`config.mk`:
```
export PLATFORM = sky130hd
export DESIGN_NAME = utf16_to_utf8_transcoder
export DESIGN_NICKNAME = d
export VERILOG_FILES = /design/src/design/u2u8_pkg.sv /design/src/design/u2u8_front.sv /design/src/design/u2u8_fifo.sv /design/src/design/u2u8_back.sv /design/src/design/utf16_to_utf8_transcoder.sv
export VERILOG_INCLUDE_DIRS = /design/src /design/src/design
export SDC_FILE = /design/constraint.sdc
export NUM_CORES = 1
export LEC_CHECK = 0
export BUFFER_PORTS_ARGS = -buffer_cell sky130_fd_sc_hd__clkbuf_2
export CORE_MARGIN = 2
export CORE_UTILIZATION = 54
export CTS_CLUSTER_SIZE = 20
export DETAILED_ROUTE_END_ITERATION = 10
export PLACE_DENSITY = 0.87
export SLEW_MARGIN = 15
export SYNTH_ARGS = -nofsm -noshare
export SYNTH_HDL_FRONTEND = slang
export SYNTH_SLANG_ARGS = --single-unit
```
`constraint.sdc`:
```
create_clock -name clk -period 2.65 [get_ports clk]
set_input_delay 0.53 -clock clk [delete_from_list [all_inputs] [get_ports clk]]
set_output_delay 0.53 -clock clk [all_outputs]
set_load 0.01 [all_outputs]
```
`src/design/utf16_to_utf8_transcoder_defines.svh`:
```
// assertion macros shared by the transcoder modules
`ifndef UTF16_TO_UTF8_TRANSCODER_DEFINES_SVH
`define UTF16_TO_UTF8_TRANSCODER_DEFINES_SVH

// condition must hold in the same cycle as the trigger
`define U2U8_ASSERT_NOW(lbl, clk_s, rst_s, ante, cons, msg) \
  lbl: assert property (@(posedge clk_s) disable iff (!rst_s) (ante) |-> (cons)) \
    else $error(msg);

// condition must hold in the cycle after the trigger
`define U2U8_ASSERT_NEXT(lbl, clk_s, rst_s, ante, cons, msg) \
  lbl: assert property (@(posedge clk_s) disable iff (!rst_s) (ante) |=> (cons)) \
    else $error(msg);

`endif

```
`src/design/u2u8_pkg.sv`:
```
`default_nettype none
package u2u8_pkg;

  // surrogate tags in bits 15:10 of a code unit
  localparam logic [5:0] U2U8_HIGH_TAG = 6'b110110;
  localparam logic [5:0] U2U8_LOW_TAG  = 6'b110111;

  localparam int unsigned U2U8_CP_W = 21;
  localparam logic [U2U8_CP_W-1:0] U2U8_SUPP_BASE = 21'h10000;
  localparam logic [U2U8_CP_W-1:0] U2U8_REPL_CP   = 21'h0FFFD;

  // default number of queued tasks between front and back
  localparam int unsigned U2U8_QUEUE_DEPTH = 2;

  // one unit of work for the back end
  typedef struct packed {
    logic                 pre_fffd; // replacement for a dropped high surrogate first
    logic                 emit;     // code point below follows
    logic [U2U8_CP_W-1:0] cp;
    logic                 last;     // final byte of cp closes the name
  } u2u8_task_t;

  // index of the final utf-8 byte of a code point (length minus one)
  function automatic logic [1:0] u2u8_last_idx(input logic [U2U8_CP_W-1:0] cp);
    logic [1:0] r;
    if (cp[20:7] == '0) begin
      r = 2'd0;
    end else if (cp[20:11] == '0) begin
      r = 2'd1;
    end else if (cp[20:16] == '0) begin
      r = 2'd2;
    end else begin
      r = 2'd3;
    end
    return r;
  endfunction

  // utf-8 byte number idx of a code point whose final index is last_idx
  function automatic logic [7:0] u2u8_byte(input logic [U2U8_CP_W-1:0] cp,
                                           input logic [1:0] last_idx,
                                           input logic [1:0] idx);
    logic [7:0] b;
    b = {2'b10, cp[5:0]};
    case (last_idx)
      2'd0: begin
        b = cp[7:0];
      end
      2'd1: begin
        case (idx)
          2'd0:    b = {3'b110, cp[10:6]};
          default: b = {2'b10, cp[5:0]};
        endcase
      end
      2'd2: begin
        case (idx)
          2'd0:    b = {4'b1110, cp[15:12]};
          2'd1:    b = {2'b10, cp[11:6]};
          default: b = {2'b10, cp[5:0]};
        endcase
      end
      default: begin
        case (idx)
          2'd0:    b = {5'b11110, cp[20:18]};
          2'd1:    b = {2'b10, cp[17:12]};
          2'd2:    b = {2'b10, cp[11:6]};
          default: b = {2'b10, cp[5:0]};
        endcase
      end
    endcase
    return b;
  endfunction

endpackage
`default_nettype wire

```
`src/design/u2u8_front.sv`:
```
`default_nettype none
module u2u8_front (
  input  wire logic                 clk,
  input  wire logic                 rst_n,
  input  wire logic                 in_valid,
  input  wire logic                 in_ready,
  input  wire logic [15:0]          code_unit,
  input  wire logic                 end_of_name,
  output      logic                 push,
  output      u2u8_pkg::u2u8_task_t task_out
);
  import u2u8_pkg::*;

  `include "utf16_to_utf8_transcoder_defines.svh"

  logic       held_valid_r, held_valid_nxt;
  logic [9:0] held_bits_r, held_bits_nxt;
  logic       accept, is_high, is_low;

  assign accept  = in_valid && in_ready;
  assign is_high = (code_unit[15:10] == U2U8_HIGH_TAG);
  assign is_low  = (code_unit[15:10] == U2U8_LOW_TAG);

  // classify the unit into a task
  always_comb begin
    task_out.pre_fffd = 1'b0;
    task_out.emit     = 1'b1;
    task_out.cp       = {{(U2U8_CP_W-16){1'b0}}, code_unit};
    task_out.last     = end_of_name;
    if (held_valid_r && is_low) begin
      task_out.cp = U2U8_SUPP_BASE + {1'b0, held_bits_r, code_unit[9:0]};
    end else begin
      task_out.pre_fffd = held_valid_r;
      if (is_high) begin
        task_out.emit = end_of_name;
        task_out.cp   = U2U8_REPL_CP;
      end else if (is_low) begin
        task_out.cp = U2U8_REPL_CP;
      end
    end
  end

  assign push = accept && (task_out.pre_fffd || task_out.emit);

  // hold a high surrogate until its partner arrives
  always_comb begin
    held_valid_nxt = held_valid_r;
    held_bits_nxt  = held_bits_r;
    if (accept) begin
      held_valid_nxt = is_high && !end_of_name;
      held_bits_nxt  = is_high ? code_unit[9:0] : '0;
    end
  end

  always_ff @(posedge clk) begin
    if (!rst_n) begin
      held_valid_r <= 1'b0;
      held_bits_r  <= '0;
    end else begin
      held_valid_r <= held_valid_nxt;
      held_bits_r  <= held_bits_nxt;
    end
  end

  `U2U8_ASSERT_NEXT(a_pair_clears_hold, clk, rst_n, accept && held_valid_r && is_low, !held_valid_r, "surrogate pair left a high surrogate held")

endmodule
`default_nettype wire

```
`src/design/u2u8_fifo.sv`:
```
`default_nettype none
module u2u8_fifo #(
  parameter int unsigned DEPTH = u2u8_pkg::U2U8_QUEUE_DEPTH
) (
  input  wire logic                 clk,
  input  wire logic                 rst_n,
  input  wire logic                 push,
  input  wire u2u8_pkg::u2u8_task_t push_task,
  input  wire logic                 pop,
  output      u2u8_pkg::u2u8_task_t head_task,
  output      logic                 head_valid,
  output      logic                 full
);
  import u2u8_pkg::*;

  `include "utf16_to_utf8_transcoder_defines.svh"

  localparam int unsigned PW = (DEPTH > 1) ? $clog2(DEPTH) : 1;
  localparam int unsigned CW = $clog2(DEPTH + 1);
  localparam logic [PW-1:0] LAST_PTR = PW'(DEPTH - 1);
  localparam logic [CW-1:0] FULL_CNT = CW'(DEPTH);

  u2u8_task_t    slot_r [DEPTH];
  logic [PW-1:0] wr_ptr_r, rd_ptr_r;
  logic [CW-1:0] count_r, count_nxt;

  assign head_task  = slot_r[rd_ptr_r];
  assign head_valid = (count_r != '0);
  assign full       = (count_r == FULL_CNT);

  always_comb begin
    count_nxt = count_r;
    if (push && !pop) begin
      count_nxt = count_r + CW'(1);
    end else if (pop && !push) begin
      count_nxt = count_r - CW'(1);
    end
  end

  // storage
  always_ff @(posedge clk) begin
    if (push) begin
      slot_r[wr_ptr_r] <= push_task;
    end
  end

  // pointers and fill count
  always_ff @(posedge clk) begin
    if (!rst_n) begin
      wr_ptr_r <= '0;
      rd_ptr_r <= '0;
      count_r  <= '0;
    end else begin
      if (push) begin
        wr_ptr_r <= (wr_ptr_r == LAST_PTR) ? '0 : wr_ptr_r + PW'(1);
      end
      if (pop) begin
        rd_ptr_r <= (rd_ptr_r == LAST_PTR) ? '0 : rd_ptr_r + PW'(1);
      end
      count_r <= count_nxt;
    end
  end

  `U2U8_ASSERT_NOW(a_no_overflow, clk, rst_n, push, !full || pop, "task pushed into a full queue")
  `U2U8_ASSERT_NOW(a_no_underflow, clk, rst_n, pop, head_valid, "task popped from an empty queue")

endmodule
`default_nettype wire

```
`src/design/u2u8_back.sv`:
```
`default_nettype none
module u2u8_back (
  input  wire logic                 clk,
  input  wire logic                 rst_n,
  input  wire u2u8_pkg::u2u8_task_t head_task,
  input  wire logic                 head_valid,
  output      logic                 pop,
  output      logic                 out_valid,
  input  wire logic                 out_ready,
  output      logic [7:0]           utf8_byte,
  output      logic                 last_byte
);
  import u2u8_pkg::*;

  `include "utf16_to_utf8_transcoder_defines.svh"

  logic       out_valid_r;
  logic [7:0] byte_r;
  logic       last_r;
  logic       pre_done_r, pre_done_nxt;
  logic [1:0] idx_r, idx_nxt;

  logic       load, sel_pre, seg_end;
  logic [1:0] cp_last_idx, seg_last_idx;
  logic [7:0] byte_nxt;
  logic       last_nxt;

  // pick the segment: replacement prefix or the code point itself
  assign sel_pre      = head_task.pre_fffd && !pre_done_r;
  assign cp_last_idx  = u2u8_last_idx(head_task.cp);
  assign seg_last_idx = sel_pre ? 2'd2 : cp_last_idx;
  assign seg_end      = (idx_r == seg_last_idx);
  assign byte_nxt     = sel_pre ? u2u8_byte(U2U8_REPL_CP, 2'd2, idx_r)
                                : u2u8_byte(head_task.cp, cp_last_idx, idx_r);
  assign last_nxt     = !sel_pre && head_task.last && seg_end;

  assign load = head_valid && (!out_valid_r || out_ready);
  assign pop  = load && seg_end && !(sel_pre && head_task.emit);

  // byte position within the task
  always_comb begin
    idx_nxt      = idx_r;
    pre_done_nxt = pre_done_r;
    if (load) begin
      if (pop) begin
        idx_nxt      = 2'd0;
        pre_done_nxt = 1'b0;
      end else if (seg_end) begin
        idx_nxt      = 2'd0;
        pre_done_nxt = 1'b1;
      end else begin
        idx_nxt = idx_r + 2'd1;
      end
    end
  end

  always_ff @(posedge clk) begin
    if (!rst_n) begin
      out_valid_r <= 1'b0;
      idx_r       <= 2'd0;
      pre_done_r  <= 1'b0;
    end else begin
      idx_r      <= idx_nxt;
      pre_done_r <= pre_done_nxt;
      if (load) begin
        out_valid_r <= 1'b1;
      end else if (out_ready) begin
        out_valid_r <= 1'b0;
      end
    end
  end

  // output register payload
  always_ff @(posedge clk) begin
    if (load) begin
      byte_r <= byte_nxt;
      last_r <= last_nxt;
    end
  end

  assign out_valid = out_valid_r;
  assign utf8_byte = byte_r;
  assign last_byte = last_r;

  `U2U8_ASSERT_NEXT(a_pop_restarts, clk, rst_n, pop, idx_r == 2'd0 && !pre_done_r, "task pop left byte position behind")

endmodule
`default_nettype wire

```
`src/design/utf16_to_utf8_transcoder.sv`:
```
// UTF-16 to UTF-8 transcoder. Each input request carries one UTF-16 code unit
// (in_tdata[15:0]) with in_tlast on the last unit of a name; each output request
// carries one UTF-8 byte with out_tlast on the final byte of the name. A high
// surrogate is held until the next unit; a valid pair gives four bytes, while a
// broken or lone surrogate gives U+FFFD (EF BF BD). A front stage classifies each
// unit in the cycle it is accepted and queues a task; the back end sends one byte
// per cycle from a registered output while the receiver is ready and a task is
// queued. A unit gives 1 to 3 bytes (ASCII 1, up to U+07FF 2, rest of the BMP 3),
// a surrogate pair 4 bytes in total, and a unit after a broken high surrogate 3
// more. A held high surrogate gives no output byte. The task queue lets the input
// run ahead of the output by QUEUE_DEPTH tasks.
`default_nettype none
module utf16_to_utf8_transcoder #(
  parameter int unsigned QUEUE_DEPTH = u2u8_pkg::U2U8_QUEUE_DEPTH
) (
  input  wire logic        clk,
  input  wire logic        rst_n,
  input  wire logic        in_tvalid,
  output      logic        in_tready,
  input  wire logic [15:0] in_tdata,  // [15:0] code_unit
  input  wire logic        in_tlast,  // end_of_name
  output      logic        out_tvalid,
  input  wire logic        out_tready,
  output      logic [7:0]  out_tdata, // [7:0] utf8_byte
  output      logic        out_tlast  // last_byte
);
  import u2u8_pkg::*;

  u2u8_task_t push_task, head_task;
  logic       push, pop, head_valid, q_full;

  assign in_tready = !q_full;

  // classify units, track held high surrogate
  u2u8_front u_front (
    .clk         (clk),
    .rst_n       (rst_n),
    .in_valid    (in_tvalid),
    .in_ready    (in_tready),
    .code_unit   (in_tdata),
    .end_of_name (in_tlast),
    .push        (push),
    .task_out    (push_task)
  );

  // task queue between front and back
  u2u8_fifo #(
    .DEPTH (QUEUE_DEPTH)
  ) u_fifo (
    .clk        (clk),
    .rst_n      (rst_n),
    .push       (push),
    .push_task  (push_task),
    .pop        (pop),
    .head_task  (head_task),
    .head_valid (head_valid),
    .full       (q_full)
  );

  // byte serialiser with output register
  u2u8_back u_back (
    .clk        (clk),
    .rst_n      (rst_n),
    .head_task  (head_task),
    .head_valid (head_valid),
    .pop        (pop),
    .out_valid  (out_tvalid),
    .out_ready  (out_tready),
    .utf8_byte  (out_tdata),
    .last_byte  (out_tlast)
  );

endmodule
`default_nettype wire

```
Word-level counts from Yosys, hierarchy flattened:

Memories as Yosys holds them, arrays and structs flattened. A register that Yosys moved wholly into a read port is not among the register bits.
Cells that the tools add are included.

* register bits: 28
* word-level logic and storage cells: 88
* memories kept: 1
* input bits: 21
* RAM bits: 48
* bits in latches: 0
* output and inout port bits: 11
* ROM bits: 0

* multipliers: 0
* reductions and logical operators: 33
* bitwise gates (word level): 0
* equality and inequality tests: 8
* muxes and demuxes: 30
* order comparisons: 0
* shifts and indexed selects: 0
* add/sub/neg operators: 6
* divide/modulo/power cells: 0

Memories
* u_fifo.slot_r: depth 2, bits a word 24, rd ports 1, clocked after Yosys merged registers in 1, wr ports 1, RTL line u2u8_fifo.sv:23 `u2u8_task_t slot_r [DEPTH];`

Operators by type and width (number)
* $mux 16: 2
* $pmux 7 s2: 2
* $pmux 8 s3: 1
* $add 17x20->21 const A: 1
* $mux 21: 1
* $pmux 7 s3: 1
* $mux 2: 8
* $logic_not 14->1: 1
* $logic_and 1x1->1: 13
* $eq 6x6->1 const B: 2
* $mux 1: 12
* $logic_not 10->1: 1
* $mux 10: 1
* $logic_not 1->1: 8
* $mux 8: 1
* $reduce_bool 2->1: 4
* $mux 7: 1
* $eq 2x2->1 const B: 3
* $logic_not 5->1: 1
* $add 2x1->2 const B: 2
* $eq 2x1->1 const B: 2
* $logic_not 2->1: 2
* $add 1x1->1 const B: 2
* $eq 2x2->1: 1
* other kinds (3): 4

Depth between registers and ports, before layout:

* depth after elaboration: 11
* gate-level depth with buffers: 14
* gate-level depth less buffers: 13

Cells and area by module:

Synthesis repeated with hierarchy kept, for this count alone.

* cell total of the unflattened synthesis: 315
* area, all modules: 3827.4 sq um

Modules (own cells, without submodules)
* u2u8_fifo: times used 1, cells an instance 97, area an instance 1953.1 sq um, sequential area each 1541.5 sq um
* u2u8_back: times used 1, cells an instance 120, area an instance 1097.3 sq um, sequential area each 350.3 sq um
* u2u8_front: times used 1, cells an instance 97, area an instance 773.2 sq um, sequential area each 220.2 sq um
* utf16_to_utf8_transcoder: times used 1, cells an instance 1, area an instance 3.8 sq um, sequential area each 0.0 sq um

Worst setup path after synthesis:

Ideal clock, no wire load.

* path type: register to register
* start: reg (tool-made name)
* end: reg u_fifo.count_r[1]
* buffers on the path: 1
* cell stages (with the launch flop): 11
* path slack: -0.137 ns
* required time: 2.574 ns
* data arrival time: 2.712 ns
* setup time: 0.076 ns
* clock period less this slack: 2.787 ns
* cells stage by stage: dfxtp_1 > buf_6 > mux2_4 > or3_1 > o41ai_2 > mux2i_1 > o21ai_0 > nand2b_1 > ha_1 > or3_1 > a21boi_0

RTL lines
* end signal, assigned: RTL line u2u8_fifo.sv:60 `count_r <= count_nxt;`
* end, declared: RTL line u2u8_fifo.sv:25 `logic [CW-1:0] count_r, count_nxt;`

==> flow_summary.toml <==
[drt]
wl_um = 8036
drt-initial-drc-count = 201
vias = 2788
antenna_left = 0
via_per_inst = 5.996
drc = 0
wl_per_cell_um = 17.28
drtPass1Iterations = 5

[pwr]
peakVddDrop_uv = 501.6
power.density_nw_per_um2 = 823.1
leakage_nw = 1.725

[synth]
synth_flop_cell = "edfxtp_1"
syn_inst = 309
synth.net_count = 341
ys_top_cells_by_area = "edfxtp_1 (45%), dfxtp_1 (11%), mux2_2 (5.7%)"
yosysSeqAreaShare_pct = 56.06
synth_area_leader_cell = "edfxtp_1"
avgSynthCellArea_um2 = 12.19
ys_types = 48
synth_enable_flop_cells = 57
synth_top_area_share_pct = 45.43
ys_warn_count = 0
ys_ff_latch = 77
synthArstFlopShare_pct = 0
netlist_area_um2 = 3767

[die]
die_w_um = 87.53
start_util_pct = 55.76
design.core.area_um2 = 6756
die-area_um2 = 7661
die_y_um = 87.53
rows = 30
io_pins = 32

[clock_tree]
clk_latency_ns = 0.35
clock-sinks = 77
clk_pin_slew_ns = 0.08
htreeDepth = 3
cts_tree = "yes"
numCtsBuffers = 9
clockRootBuffer = "clkbuf_8"
ctsHoldBuffers = 0
cts_buffer_depth = 2

[timing]
slew_violations = 0
fmax_mhz = 360.8
final.min_clock_period_ns = 2.772
post-route-period-util_pct = 104.6
fin_skew_ns = 0.01107
max_slew_margin_pct = 53.34
worst_pin_slew_ns = 0.6983
tns_ns = -0.4360
setup_viol = 5
worst_slack_ns = -0.1219
rsz0062_at_grt = "true"
final_hold_viol_count = 0

[worst_setup_path]
cpPeakStageDelay_ns = 0.39
worstPathCellList = "buf_6 -> mux2_4 -> or3_4 -> o41ai_4 -> mux2i_1 -> o21ai_1 -> nand2b_1 -> ha_2 -> xor2_1 -> or3_1 -> a21boi_1"
worstSetupPathType = "reg2reg"
cp-end-kind = "flop"
critPathSlowestCell = "dfxtp_4"
critPathBufInv = 1
required_ns = 2.94
startpoint_type = "flop"
crit_path_max_fanout = 5
crit_family = "simple AND/OR/NAND/NOR gates"
cp.arrival_ns = 3.06

[global_route]
grt_usage_pct = 22.10
grt_max_degree = 26
antenna_found_initial = 0
grt_overflow = 0
grt_pass1_vias = 2678
grt_pass1_wl_um = 12740

[finish]
layout_common_cells = "edfxtp_1 (57), buf_4 (39), clkbuf_2 (31)"
final_cells = 465
areaGrowthSynthToFinish_pct = 22.05
diodes = 0
drive_above_1_share_pct = 36.88
layout_commonest_cell = "edfxtp_1"
nets = 412
finalInstanceArea_um2 = 4598

[run_status]
violations = "setup timing"
outcome = "complete, but fails checks"

[place]
place.gp.congestion = 0.9189
port-buffer-count = 31
placed_cell_area_um2 = 4267
hpwl_um = 5731
dp.cells = 445
place_ws_ns = -0.1748

[min_path]
hp-class = "in2reg"

[run]
max_cap_violations = 0
power breakdown:
part	switching (mW)	internal [mW]
registers	0.0844	1.49
clock network	0.437	0.438
logic	0.701	0.638
total	1.22	2.56
registers in the layout, summed over array words and instances (netlist names), named ones only:
name / cells
u_front.held_bits_r: 10
u_back.last_byte: 1
u_fifo.wr_ptr_r: 1
u_back.idx_r: 2
u_fifo.rd_ptr_r: 1
u_back.utf8_byte: 8
u_back.pre_done_r: 1
u_back.out_valid: 1
u_fifo.slot_r: 48
u_fifo.count_r: 2
u_front.held_valid_r: 1
cell type report:
cell class	instances	area [um^2]
fill	476	2158
sequential	77	2116
multi-input combinational	211	1673
timing repair buffer	72	479.2
clock buffer	9	123.9
tap	80	100.1
clock inverter	7	72.57
inverter	9	33.78
repair_timing:
item | in CTS | in global routing
buffers inserted | 2 | 3
endpoints found under the setup margin | 8 | 12
pin swaps | 5 | 8
gates resized for setup | 11 | 14
stage by stage:
stage | hold slack, ns | util, % | total power [mW]
final | 0.3944 | 68.06 | 3.785
after global routing | 0.3877 | 68.06 | 3.956
after CTS | 0.3834 | 67.00 | 3.727
after detailed placement | 0.5172 | 63.15 | 2.800
after global placement | 0.5097 | 63.15 | 2.758
after floorplan | 0.4875 | - | 2.364
cells by family after synthesis:
| family | synth area share (%) |
|---|---|
| flops | 56.06 |
| simple gates | 13.85 |
| fa+ha+maj | 3.653 |
| buf+inv | 2.491 |
| xor+xnor | 0.9301 |
| compound gates | 13.49 |
| mux | 9.532 |
synth_stat cells, types with 2 or more instances:
cell,number
a22o_1,3
a22oi_1,12
mux2_4,3
nand3_1,12
inv_1,9
a221oi_1,2
dfxtp_1,20
buf_6,2
a222oi_1,3
mux2i_1,10
o21ai_0,14
a32oi_1,3
or2_2,11
and2_1,4
o211ai_1,8
a211oi_1,3
o22a_1,2
nand2_1,14
nand2b_1,4
a21oi_1,8
ha_1,11
xnor2_1,2
a21boi_0,2
mux2_2,19
a221o_1,2
nor4_2,2
nor2_1,15
or3_1,5
nor2b_1,14
clkbuf_1,10
nor4_1,2
nor3_1,3
xor2_1,2
nand4_1,3
edfxtp_1,57
worst register-to-register path: stages, from the launching register on:
cell	delay [ns]
dfxtp_4	0.39
buf_6	0.11
mux2_4	0.30
or3_4	0.38
o41ai_4	0.35
mux2i_1	0.14
o21ai_1	0.20
nand2b_1	0.08
ha_2	0.19
xor2_1	0.15
or3_1	0.31
a21boi_1	0.11
layer usage:
metal,global-route usage (%),up-vias,part of all wire (%)
met1,27.83,1328,43
met2,37.40,110,49
li1,-,1329,-
met3,4.171,21,5.2
met4,9.371,0,2.8
met5,0,-,0
path summary, 6_finish.rpt:
check / startpoint / end / slack [ns] / cells after the start
max: flop / u_fifo.count_r[1]$_SDFFE_PN0P_ / -0.12 / 11
min: in_tlast / u_fifo.slot_r[1][0]$_DFFE_PP_ / 0.39 / 1
max reg2reg: flop / u_fifo.count_r[1]$_SDFFE_PN0P_ / -0.12 / 11
min reg2reg: u_fifo.count_r[1]$_SDFFE_PN0P_ / u_fifo.count_r[1]$_SDFFE_PN0P_ / 0.53 / 2
(Power assumes the default switching activity.)
